[config.mk]
export PLATFORM = sky130hd
export DESIGN_NAME = delta_list_timer_queue
export DESIGN_NICKNAME = d
export VERILOG_FILES = /design/src/hdl/dltq_pkg.sv /design/src/hdl/dltq_out_reg.sv /design/src/hdl/delta_list_timer_queue.sv
export SDC_FILE = /design/constraint.sdc
export NUM_CORES = 2
export LEC_CHECK = 0
export ABC_AREA = 1
export BUFFER_PORTS_ARGS = -buffer_cell sky130_fd_sc_hd__buf_2
export CELL_PAD_IN_SITES_DETAIL_PLACEMENT = 1
export CELL_PAD_IN_SITES_GLOBAL_PLACEMENT = 2
export CORE_UTILIZATION = 45
export DETAILED_ROUTE_END_ITERATION = 10
export PLACE_DENSITY = 0.95
export SYNTH_ARGS = -nofsm -noshare
export SYNTH_HDL_FRONTEND = slang
export SYNTH_SLANG_ARGS = --single-unit
[constraint.sdc]
create_clock -name clk -period 14.49 [get_ports clk]
set_clock_uncertainty 0.15 [all_clocks]
set_input_delay 2.1735 -clock clk [delete_from_list [all_inputs] [get_ports clk]]
set_output_delay 2.1735 -clock clk [all_outputs]
set_load 0.02 [all_outputs]
[src/hdl/dltq_pkg.sv]
package dltq_pkg;

  localparam int NUM_TIMERS = 16;
  localparam int ID_W       = 4;
  localparam int ID_COUNT   = 16;
  localparam int DELTA_W    = 32;
  localparam int IDX_W      = (NUM_TIMERS > 1) ? $clog2(NUM_TIMERS) : 1;
  localparam int CNT_W      = $clog2(NUM_TIMERS + 1);

  localparam logic [1:0] FUNC_START = 2'd0;
  localparam logic [1:0] FUNC_STOP  = 2'd1;
  localparam logic [1:0] FUNC_TICK  = 2'd2;

  typedef struct packed {
    logic [1:0]         func;
    logic [ID_W-1:0]    timer_id;
    logic [DELTA_W-1:0] period;
    logic               reload;
  } in_item_t;

  typedef struct packed {
    logic            ok;
    logic            expired_valid;
    logic [ID_W-1:0] expired_id;
    logic            last;
  } out_item_t;

endpackage

[src/hdl/dltq_out_reg.sv]
module dltq_out_reg
  import dltq_pkg::*;
(
  input  logic      clk,
  input  logic      rst_n,
  input  logic      load,
  input  out_item_t load_data,
  output logic      load_rdy,
  output logic      out_valid,
  input  logic      out_stall,
  output out_item_t out_data
);

  logic      valid_r;
  out_item_t data_r;

  // free when empty or when the held request leaves this cycle
  assign load_rdy  = !valid_r || !out_stall;
  assign out_valid = valid_r;
  assign out_data  = data_r;

  always_ff @(posedge clk) begin
    if (!rst_n) begin
      valid_r <= 1'b0;
    end else if (load_rdy) begin
      valid_r <= load;
    end
  end

  always_ff @(posedge clk) begin
    if (load && load_rdy) begin
      data_r <= load_data;
    end
  end

endmodule

[src/hdl/delta_list_timer_queue.sv]
// delta list timer queue
// in_data carries one request: start (timer id, period, reload), stop (timer id)
// or one elapsed tick. in_stall stays high while a request is being worked on,
// so one request is taken at a time.
// out_data gives ok, expired_valid, expired_id and last; a start, a stop or an
// unknown code gives one result, a tick gives one result per expired timer in
// expiry order (or one empty result), with last set on the final one.
// the list is walked one slot per cycle by a small sequencer around a single
// 32-bit add/subtract unit with a compare in front of it:
//   start: search, ordered walk, shift up
//   stop:  search, delta hand-over, shift down
//   tick:  head decrement, a pop and shift down per expired timer, a reinsertion
//          walk for each reloading timer, then the results
// results leave through a one-deep output register; while it is full and
// out_stall is high the sequencer waits in its emit state and takes no new request.
// reset (rst_n low, synchronous) empties the list and clears every reload flag;
// list slots and stored periods are only read once written.
module delta_list_timer_queue
  import dltq_pkg::*;
(
  input  logic      clk,
  input  logic      rst_n,
  input  logic      in_valid,
  output logic      in_stall,
  input  in_item_t  in_data,
  output logic      out_valid,
  input  logic      out_stall,
  output out_item_t out_data
);

  typedef enum logic [9:0] {
    S_IDLE = 10'b0000000001,
    S_FIND = 10'b0000000010,
    S_INS  = 10'b0000000100,
    S_SHUP = 10'b0000001000,
    S_SADD = 10'b0000010000,
    S_SHDN = 10'b0000100000,
    S_TICK = 10'b0001000000,
    S_POP  = 10'b0010000000,
    S_RLD  = 10'b0100000000,
    S_EMIT = 10'b1000000000
  } state_t;

  localparam logic [CNT_W-1:0] CNT_MAX = CNT_W'(NUM_TIMERS);
  localparam logic [CNT_W-1:0] CNT_ONE = CNT_W'(1);

  // list storage in slot order
  logic [ID_W-1:0]    ids_r   [NUM_TIMERS];
  logic [DELTA_W-1:0] delta_r [NUM_TIMERS];
  // per id settings
  logic [DELTA_W-1:0] period_r [ID_COUNT];
  logic [ID_COUNT-1:0] reload_r;
  // ids popped by the current tick
  logic [ID_W-1:0]    pop_r [NUM_TIMERS];

  state_t             state_r, state_nxt;
  logic [CNT_W-1:0]   cnt_r, cnt_nxt;
  logic [CNT_W-1:0]   i_r, i_nxt;
  logic [CNT_W-1:0]   pos_r, pos_nxt;
  logic [CNT_W-1:0]   n_r, n_nxt;
  logic [CNT_W-1:0]   k_r, k_nxt;
  logic [1:0]         func_r, func_nxt;
  logic [ID_W-1:0]    id_r, id_nxt;
  logic [DELTA_W-1:0] rem_r, rem_nxt;
  logic               rl_r, rl_nxt;
  logic               ok_r, ok_nxt;

  // read port and write port of the list
  logic [IDX_W-1:0]   rd_idx;
  logic [ID_W-1:0]    rd_id;
  logic [DELTA_W-1:0] rd_dl;
  logic               wr_en, wr_id_en;
  logic [IDX_W-1:0]   wr_idx;
  logic [ID_W-1:0]    wr_id;
  logic [DELTA_W-1:0] wr_dl;

  // per id write and pop write
  logic               set_en;
  logic               pop_en;

  // shared arithmetic unit
  logic [DELTA_W-1:0] au_a, au_b;
  logic               au_sub;
  logic [DELTA_W:0]   au_res;
  logic               rem_ge;

  logic [ID_W-1:0]    rl_id;
  logic               out_load, out_rdy;
  out_item_t          out_item;

  assign rd_id  = ids_r[rd_idx];
  assign rd_dl  = delta_r[rd_idx];
  assign rem_ge = (rem_r >= rd_dl);
  assign au_res = au_sub ? ({1'b0, au_a} - {1'b0, au_b}) : ({1'b0, au_a} + {1'b0, au_b});
  assign rl_id  = pop_r[k_r[IDX_W-1:0]];
  assign in_stall = (state_r != S_IDLE);

  always_comb begin
    state_nxt = state_r;
    cnt_nxt   = cnt_r;
    i_nxt     = i_r;
    pos_nxt   = pos_r;
    n_nxt     = n_r;
    k_nxt     = k_r;
    func_nxt  = func_r;
    id_nxt    = id_r;
    rem_nxt   = rem_r;
    rl_nxt    = rl_r;
    ok_nxt    = ok_r;
    rd_idx    = i_r[IDX_W-1:0];
    wr_en     = 1'b0;
    wr_id_en  = 1'b0;
    wr_idx    = i_r[IDX_W-1:0];
    wr_id     = id_r;
    wr_dl     = rd_dl;
    set_en    = 1'b0;
    pop_en    = 1'b0;
    au_a      = rem_r;
    au_b      = rd_dl;
    au_sub    = 1'b1;
    out_load  = 1'b0;
    out_item  = '{ok: ok_r, expired_valid: 1'b0, expired_id: '0, last: 1'b1};

    unique case (state_r)
      S_IDLE: begin
        if (in_valid) begin
          func_nxt = in_data.func;
          id_nxt   = in_data.timer_id;
          rem_nxt  = in_data.period;
          rl_nxt   = in_data.reload;
          i_nxt    = '0;
          n_nxt    = '0;
          k_nxt    = '0;
          ok_nxt   = 1'b0;
          unique case (in_data.func)
            FUNC_START: state_nxt = (in_data.period == '0) ? S_EMIT : S_FIND;
            FUNC_STOP:  state_nxt = S_FIND;
            FUNC_TICK:  state_nxt = S_TICK;
            default:    state_nxt = S_EMIT;
          endcase
        end
      end
      S_FIND: begin
        if (i_r == cnt_r) begin
          if (func_r == FUNC_START && cnt_r < CNT_MAX) begin
            set_en    = 1'b1;
            i_nxt     = '0;
            state_nxt = S_INS;
          end else begin
            ok_nxt    = 1'b0;
            state_nxt = S_EMIT;
          end
        end else if (rd_id == id_r) begin
          if (func_r == FUNC_START) begin
            ok_nxt    = 1'b1;
            state_nxt = S_EMIT;
          end else begin
            rem_nxt   = rd_dl;
            pos_nxt   = i_r;
            state_nxt = S_SADD;
          end
        end else begin
          i_nxt = i_r + CNT_ONE;
        end
      end
      // ordered walk: spend deltas until the new timer fits
      S_INS: begin
        if (i_r == cnt_r) begin
          pos_nxt   = cnt_r;
          state_nxt = S_SHUP;
        end else if (rem_ge) begin
          rem_nxt = au_res[DELTA_W-1:0];
          i_nxt   = i_r + CNT_ONE;
        end else begin
          au_a      = rd_dl;
          au_b      = rem_r;
          wr_en     = 1'b1;
          wr_dl     = au_res[DELTA_W-1:0];
          pos_nxt   = i_r;
          i_nxt     = cnt_r;
          state_nxt = S_SHUP;
        end
      end
      // open a slot at pos by moving the tail up one entry a cycle
      S_SHUP: begin
        if (i_r == pos_r) begin
          wr_en    = 1'b1;
          wr_id_en = 1'b1;
          wr_idx   = pos_r[IDX_W-1:0];
          wr_id    = id_r;
          wr_dl    = rem_r;
          cnt_nxt  = cnt_r + CNT_ONE;
          if (func_r == FUNC_TICK) begin
            k_nxt     = k_r + CNT_ONE;
            state_nxt = S_RLD;
          end else begin
            ok_nxt    = 1'b1;
            state_nxt = S_EMIT;
          end
        end else begin
          rd_idx   = IDX_W'(i_r - CNT_ONE);
          wr_en    = 1'b1;
          wr_id_en = 1'b1;
          wr_id    = rd_id;
          wr_dl    = rd_dl;
          i_nxt    = i_r - CNT_ONE;
        end
      end
      // hand the removed delta on to the next entry, saturating
      S_SADD: begin
        rd_idx = IDX_W'(pos_r + CNT_ONE);
        au_a   = rd_dl;
        au_b   = rem_r;
        au_sub = 1'b0;
        if ((pos_r + CNT_ONE) < cnt_r) begin
          wr_en  = 1'b1;
          wr_idx = IDX_W'(pos_r + CNT_ONE);
          wr_dl  = au_res[DELTA_W] ? '1 : au_res[DELTA_W-1:0];
        end
        i_nxt     = pos_r;
        state_nxt = S_SHDN;
      end
      // close the gap at i by moving the tail down
      S_SHDN: begin
        if ((i_r + CNT_ONE) < cnt_r) begin
          rd_idx   = IDX_W'(i_r + CNT_ONE);
          wr_en    = 1'b1;
          wr_id_en = 1'b1;
          wr_id    = rd_id;
          wr_dl    = rd_dl;
          i_nxt    = i_r + CNT_ONE;
        end else begin
          cnt_nxt = cnt_r - CNT_ONE;
          if (func_r == FUNC_TICK) begin
            state_nxt = S_POP;
          end else begin
            ok_nxt    = 1'b1;
            state_nxt = S_EMIT;
          end
        end
      end
      S_TICK: begin
        rd_idx = '0;
        au_a   = rd_dl;
        au_b   = DELTA_W'(1);
        if (cnt_r != '0 && rd_dl != '0) begin
          wr_en  = 1'b1;
          wr_idx = '0;
          wr_dl  = au_res[DELTA_W-1:0];
        end
        state_nxt = S_POP;
      end
      S_POP: begin
        rd_idx = '0;
        if (cnt_r != '0 && rd_dl == '0) begin
          pop_en    = 1'b1;
          n_nxt     = n_r + CNT_ONE;
          i_nxt     = '0;
          state_nxt = S_SHDN;
        end else begin
          k_nxt     = '0;
          state_nxt = S_RLD;
        end
      end
      // reinsert reloading timers in pop order
      S_RLD: begin
        if (k_r == n_r) begin
          k_nxt     = '0;
          state_nxt = S_EMIT;
        end else if (reload_r[rl_id] && period_r[rl_id] != '0 && cnt_r < CNT_MAX) begin
          id_nxt    = rl_id;
          rem_nxt   = period_r[rl_id];
          i_nxt     = '0;
          state_nxt = S_INS;
        end else begin
          k_nxt = k_r + CNT_ONE;
        end
      end
      S_EMIT: begin
        if (out_rdy) begin
          out_load = 1'b1;
          if (func_r == FUNC_TICK && n_r != '0) begin
            out_item = '{ok: 1'b1, expired_valid: 1'b1, expired_id: rl_id,
                         last: (k_r + CNT_ONE) == n_r};
            k_nxt = k_r + CNT_ONE;
            if ((k_r + CNT_ONE) == n_r) begin
              state_nxt = S_IDLE;
            end
          end else begin
            if (func_r == FUNC_TICK) begin
              out_item.ok = 1'b1;
            end
            state_nxt = S_IDLE;
          end
        end
      end
      default: state_nxt = S_IDLE;
    endcase
  end

  always_ff @(posedge clk) begin
    if (!rst_n) begin
      state_r  <= S_IDLE;
      cnt_r    <= '0;
      reload_r <= '0;
    end else begin
      state_r <= state_nxt;
      cnt_r   <= cnt_nxt;
      if (set_en) begin
        reload_r[id_r] <= rl_r;
      end
    end
  end

  always_ff @(posedge clk) begin
    i_r    <= i_nxt;
    pos_r  <= pos_nxt;
    n_r    <= n_nxt;
    k_r    <= k_nxt;
    func_r <= func_nxt;
    id_r   <= id_nxt;
    rem_r  <= rem_nxt;
    rl_r   <= rl_nxt;
    ok_r   <= ok_nxt;
    if (wr_en) begin
      delta_r[wr_idx] <= wr_dl;
    end
    if (wr_en && wr_id_en) begin
      ids_r[wr_idx] <= wr_id;
    end
    if (set_en) begin
      period_r[id_r] <= rem_r;
    end
    if (pop_en) begin
      pop_r[n_r[IDX_W-1:0]] <= rd_id;
    end
  end

  dltq_out_reg u_out_reg (
    .clk       (clk),
    .rst_n     (rst_n),
    .load      (out_load),
    .load_data (out_item),
    .load_rdy  (out_rdy),
    .out_valid (out_valid),
    .out_stall (out_stall),
    .out_data  (out_data)
  );

`ifndef SYNTHESIS
  a_cnt_range: assert property (@(posedge clk) disable iff (!rst_n)
    cnt_r <= CNT_MAX)
    else $error("timer count beyond list depth");

  a_pop_range: assert property (@(posedge clk) disable iff (!rst_n)
    n_r <= CNT_MAX)
    else $error("pop count beyond list depth");

  a_load_rdy: assert property (@(posedge clk) disable iff (!rst_n)
    out_load |-> out_rdy)
    else $error("result loaded while output register busy");

  a_accept_busy: assert property (@(posedge clk) disable iff (!rst_n)
    (in_valid && !in_stall) |=> (state_r != S_IDLE))
    else $error("request taken without work starting");
`endif

endmodule
==> metrics.md <==
| Metric | Value |
|---|---|
| CP Buf/Inv Count | `11` |
| CP Capture Type | `register` |
| Worst Hold Class | `reg2reg` |
| Setup Fix Bufs, Post-CTS | `0` |
| WL final | `~210 mm` |
| Initial Utilization | `45.6%` |
| Slowest cell on crit path | `edfxtp_1` |
| Number of clock buffers inserted by TritonCTS | `136` |
| CTS Root Cell | `clkbuf_16` |
| Most frequent cells in the layout | `1219 x edfxtp_1, 962 x nand2_1, 589 x nand3_1, 565 x inv_1, 418 x o21ai_0` |
| Iter 0 DRT Violations | `5568` |
| Post-synthesis cell area | `just over 0.06 sq mm` |
| Period utilization | `93.3%` |
| CP Depth | `62` |
| EDFF count, synth | `approximately 1.2k` |
| PortBufs | `51` |
| Routed wire length per instance | `~28 um` |
| Ys flop type | `edfxtp_1` |
| Area leader, netlist | `edfxtp_1` |
| Vias in the first global route | `49.1k` |
| Reg clk slew, reported paths | `approximately 0.06 ns` |
| Yosys reg bits | `roughly 1.3k` |
| Worst Tran Pin Value | `roughly 1.2 ns` |
| Setup CP Type | `reg2reg` |
| Met3 wire length | `about 16 mm` |
| Minimum clock period | `13.52 ns` |
| First-pass GRT wire length | `314 mm` |
| RSZ-0062 raised after global routing | `false` |
| Longest Clk Path Bufs | `3` |
| Metal-1 WL | `around 85 mm` |
| Core region area | `approximately 0.13 sq mm` |
| Area growth syn-to-layout | `10.4%` |
| Worst path required time | `14.68 ns` |
| CP Launch Type | `register` |
| Asr flop ratio synth | `0%` |
| Syn nets | `6040` |
| Vias per Instance | `6.17` |
| Ports | `52` |
| Worst path top cell family by delay | `simple AND/OR/NAND/NOR gates` |
| Seq/Total Area, Yosys | `between 60 and 70%` |
| Worst-path fanout max | `a little under 50` |
| Die area | `0.138 sq mm` |
| CTS tree | `yes` |
| Commonest non-fill, non-tap cell in the layout | `edfxtp_1` |
| Total track usage | `between 30% and 40%` |
| Initial antenna violation count | `2` |
| Yosys top cell area share | `between 50% and 60%` |
| Final hold vios | `0` |
| Crit-path most repeated cell | `nand2_1` |
| Data arrival, critical path | `13.71 ns` |
| Die width | `between 300 and 400 um` |
| Met2 wire length | `just over 100 mm` |
| Ranking of synthesized cells by area | `edfxtp_1 60%, nand2_1 5.9%, nand3_1 4.8%` |
| Pin count of the biggest net entering global routing | `around 250` |
| # rows | `roughly 130` |
| TNS Setup | `0 ns` |
| Status | `finished clean` |
| Nets | `~6.0k` |
| Share of layout cells above drive strength 1 | `11.0%` |
| Final Wtd Congestion | `~0.95` |
| Distinct cells, synth | `65` |
| Max incr delay on CP | `~0.69 ns` |
| Routed Antenna Nets | `0` |
| Height of the die | `approximately 370 um` |
| Max layer used | `met5` |
| Post-synthesis instance total | `roughly 6k` |
| Hold Path Stages | `1` |
| H-Tree Depth | `4` |
| Final setup fails | `0` |
| Router iterations before antenna repair | `7` |
| Remaining routing DRC violations | `0` |
| Via count | `47.9k` |
| Syn avg cell area | `10.4 sq um` |
| Synth warn | `0` |
| Clock Sinks | `about 1.3k` |
| Worst slew margin | `22.5%` |
| Hold Slack | `approximately 0.37 ns` |
| Number of cells on the worst reg-to-reg path | `62` |
| Worst-Skew Late Latency | `about 0.8 ns` |
| Fin. max-slew vios | `0` |
| Max Cap Viol | `0` |
| Total gr overflow | `0` |
| DP HPWL | `132 mm` |
| Fmax | `74.0 MHz` |
## area by class of cell
class | instances | area (sq um)
inverters | 632 | 2390
diodes | 1 | 2.50
clock inverters | 72 | 613
flip-flops and latches | 1255 | 37300
multi-input cells | 3691 | 20200
well taps | 1768 | 2210
repair buffers | 173 | 1220
fillers | 14489 | 66700
clock buffers | 170 | 3610
## state kept, by name, summed over array words and instances, names as in the netlist, named ones only
register	cells
rem_r	32
pop_r	64
delta_r	512
ok_r	1
u_out_reg.out_data	7
pos_r	5
u_out_reg.out_valid	1
rl_r	1
k_r	5
state_r	10
id_r	4
n_r	5
func_r	2
i_r	5
period_r	512
ids_r	64
cnt_r	5
reload_r	16
## kinds of logic after synthesis
logic type	synth area share (%)
XOR/XNOR	1.19
flip-flops	60.9
AND/OR/NAND/NOR	17.8
buffers and inverters	6.50
multiplexers	0.245
adder cells (fa/ha/maj)	1.84
AO/OA/AOI/OAI	11.5
## through the flow
step / setup WS, ns / area [sq um] / util [%] / cells
after floorplan: 5.22 / 61200 / - / 5908
after global placement: 1.28 / 63300 / 47.2 / 7518
after detailed placement: 0.823 / 63300 / 47.2 / 7518
after global routing: 0.0654 / 67600 / 50.3 / 7761
final: 0.968 / 67600 / 50.3 / 7762
after CTS: 0.687 / 67600 / 50.3 / 7760
## path summary, 6_finish.rpt
path               start                     to  slack, ns
setup / recovery  i_r[0]        delta_r[11][20]       0.97
hold / removal      ok_r  u_out_reg.out_data[6]       0.37
hold reg to reg     ok_r  u_out_reg.out_data[6]       0.37
setup reg to reg  i_r[0]        delta_r[11][20]       0.97
## cell usage after synthesis, drive strengths merged, types with 54 or more instances
library cell	number
or2	124
buf	128
nand3b	111
o211ai	243
o221ai	80
ha	87
xor2	54
edfxtp	1219
clkbuf	202
inv	624
o21ai	430
nand2	998
a21oi	202
nor2	452
nand3	606
## per-layer routing
metal  vias up  global-route usage (%)
met5         -                       0
met4         2                    14.7
met3       568                    4.28
met2      2295                    50.9
met1     24168                    39.8
li1      20823                       -
## repair_timing
action	CTS	global route
gates resized for setup	0	6
setup endpoints to repair	0	96
hold buffers	0	0
Power is left out: the tool's default activity adds up to more than one toggle a clock period on the data nets, which glitch-free logic cannot reach.
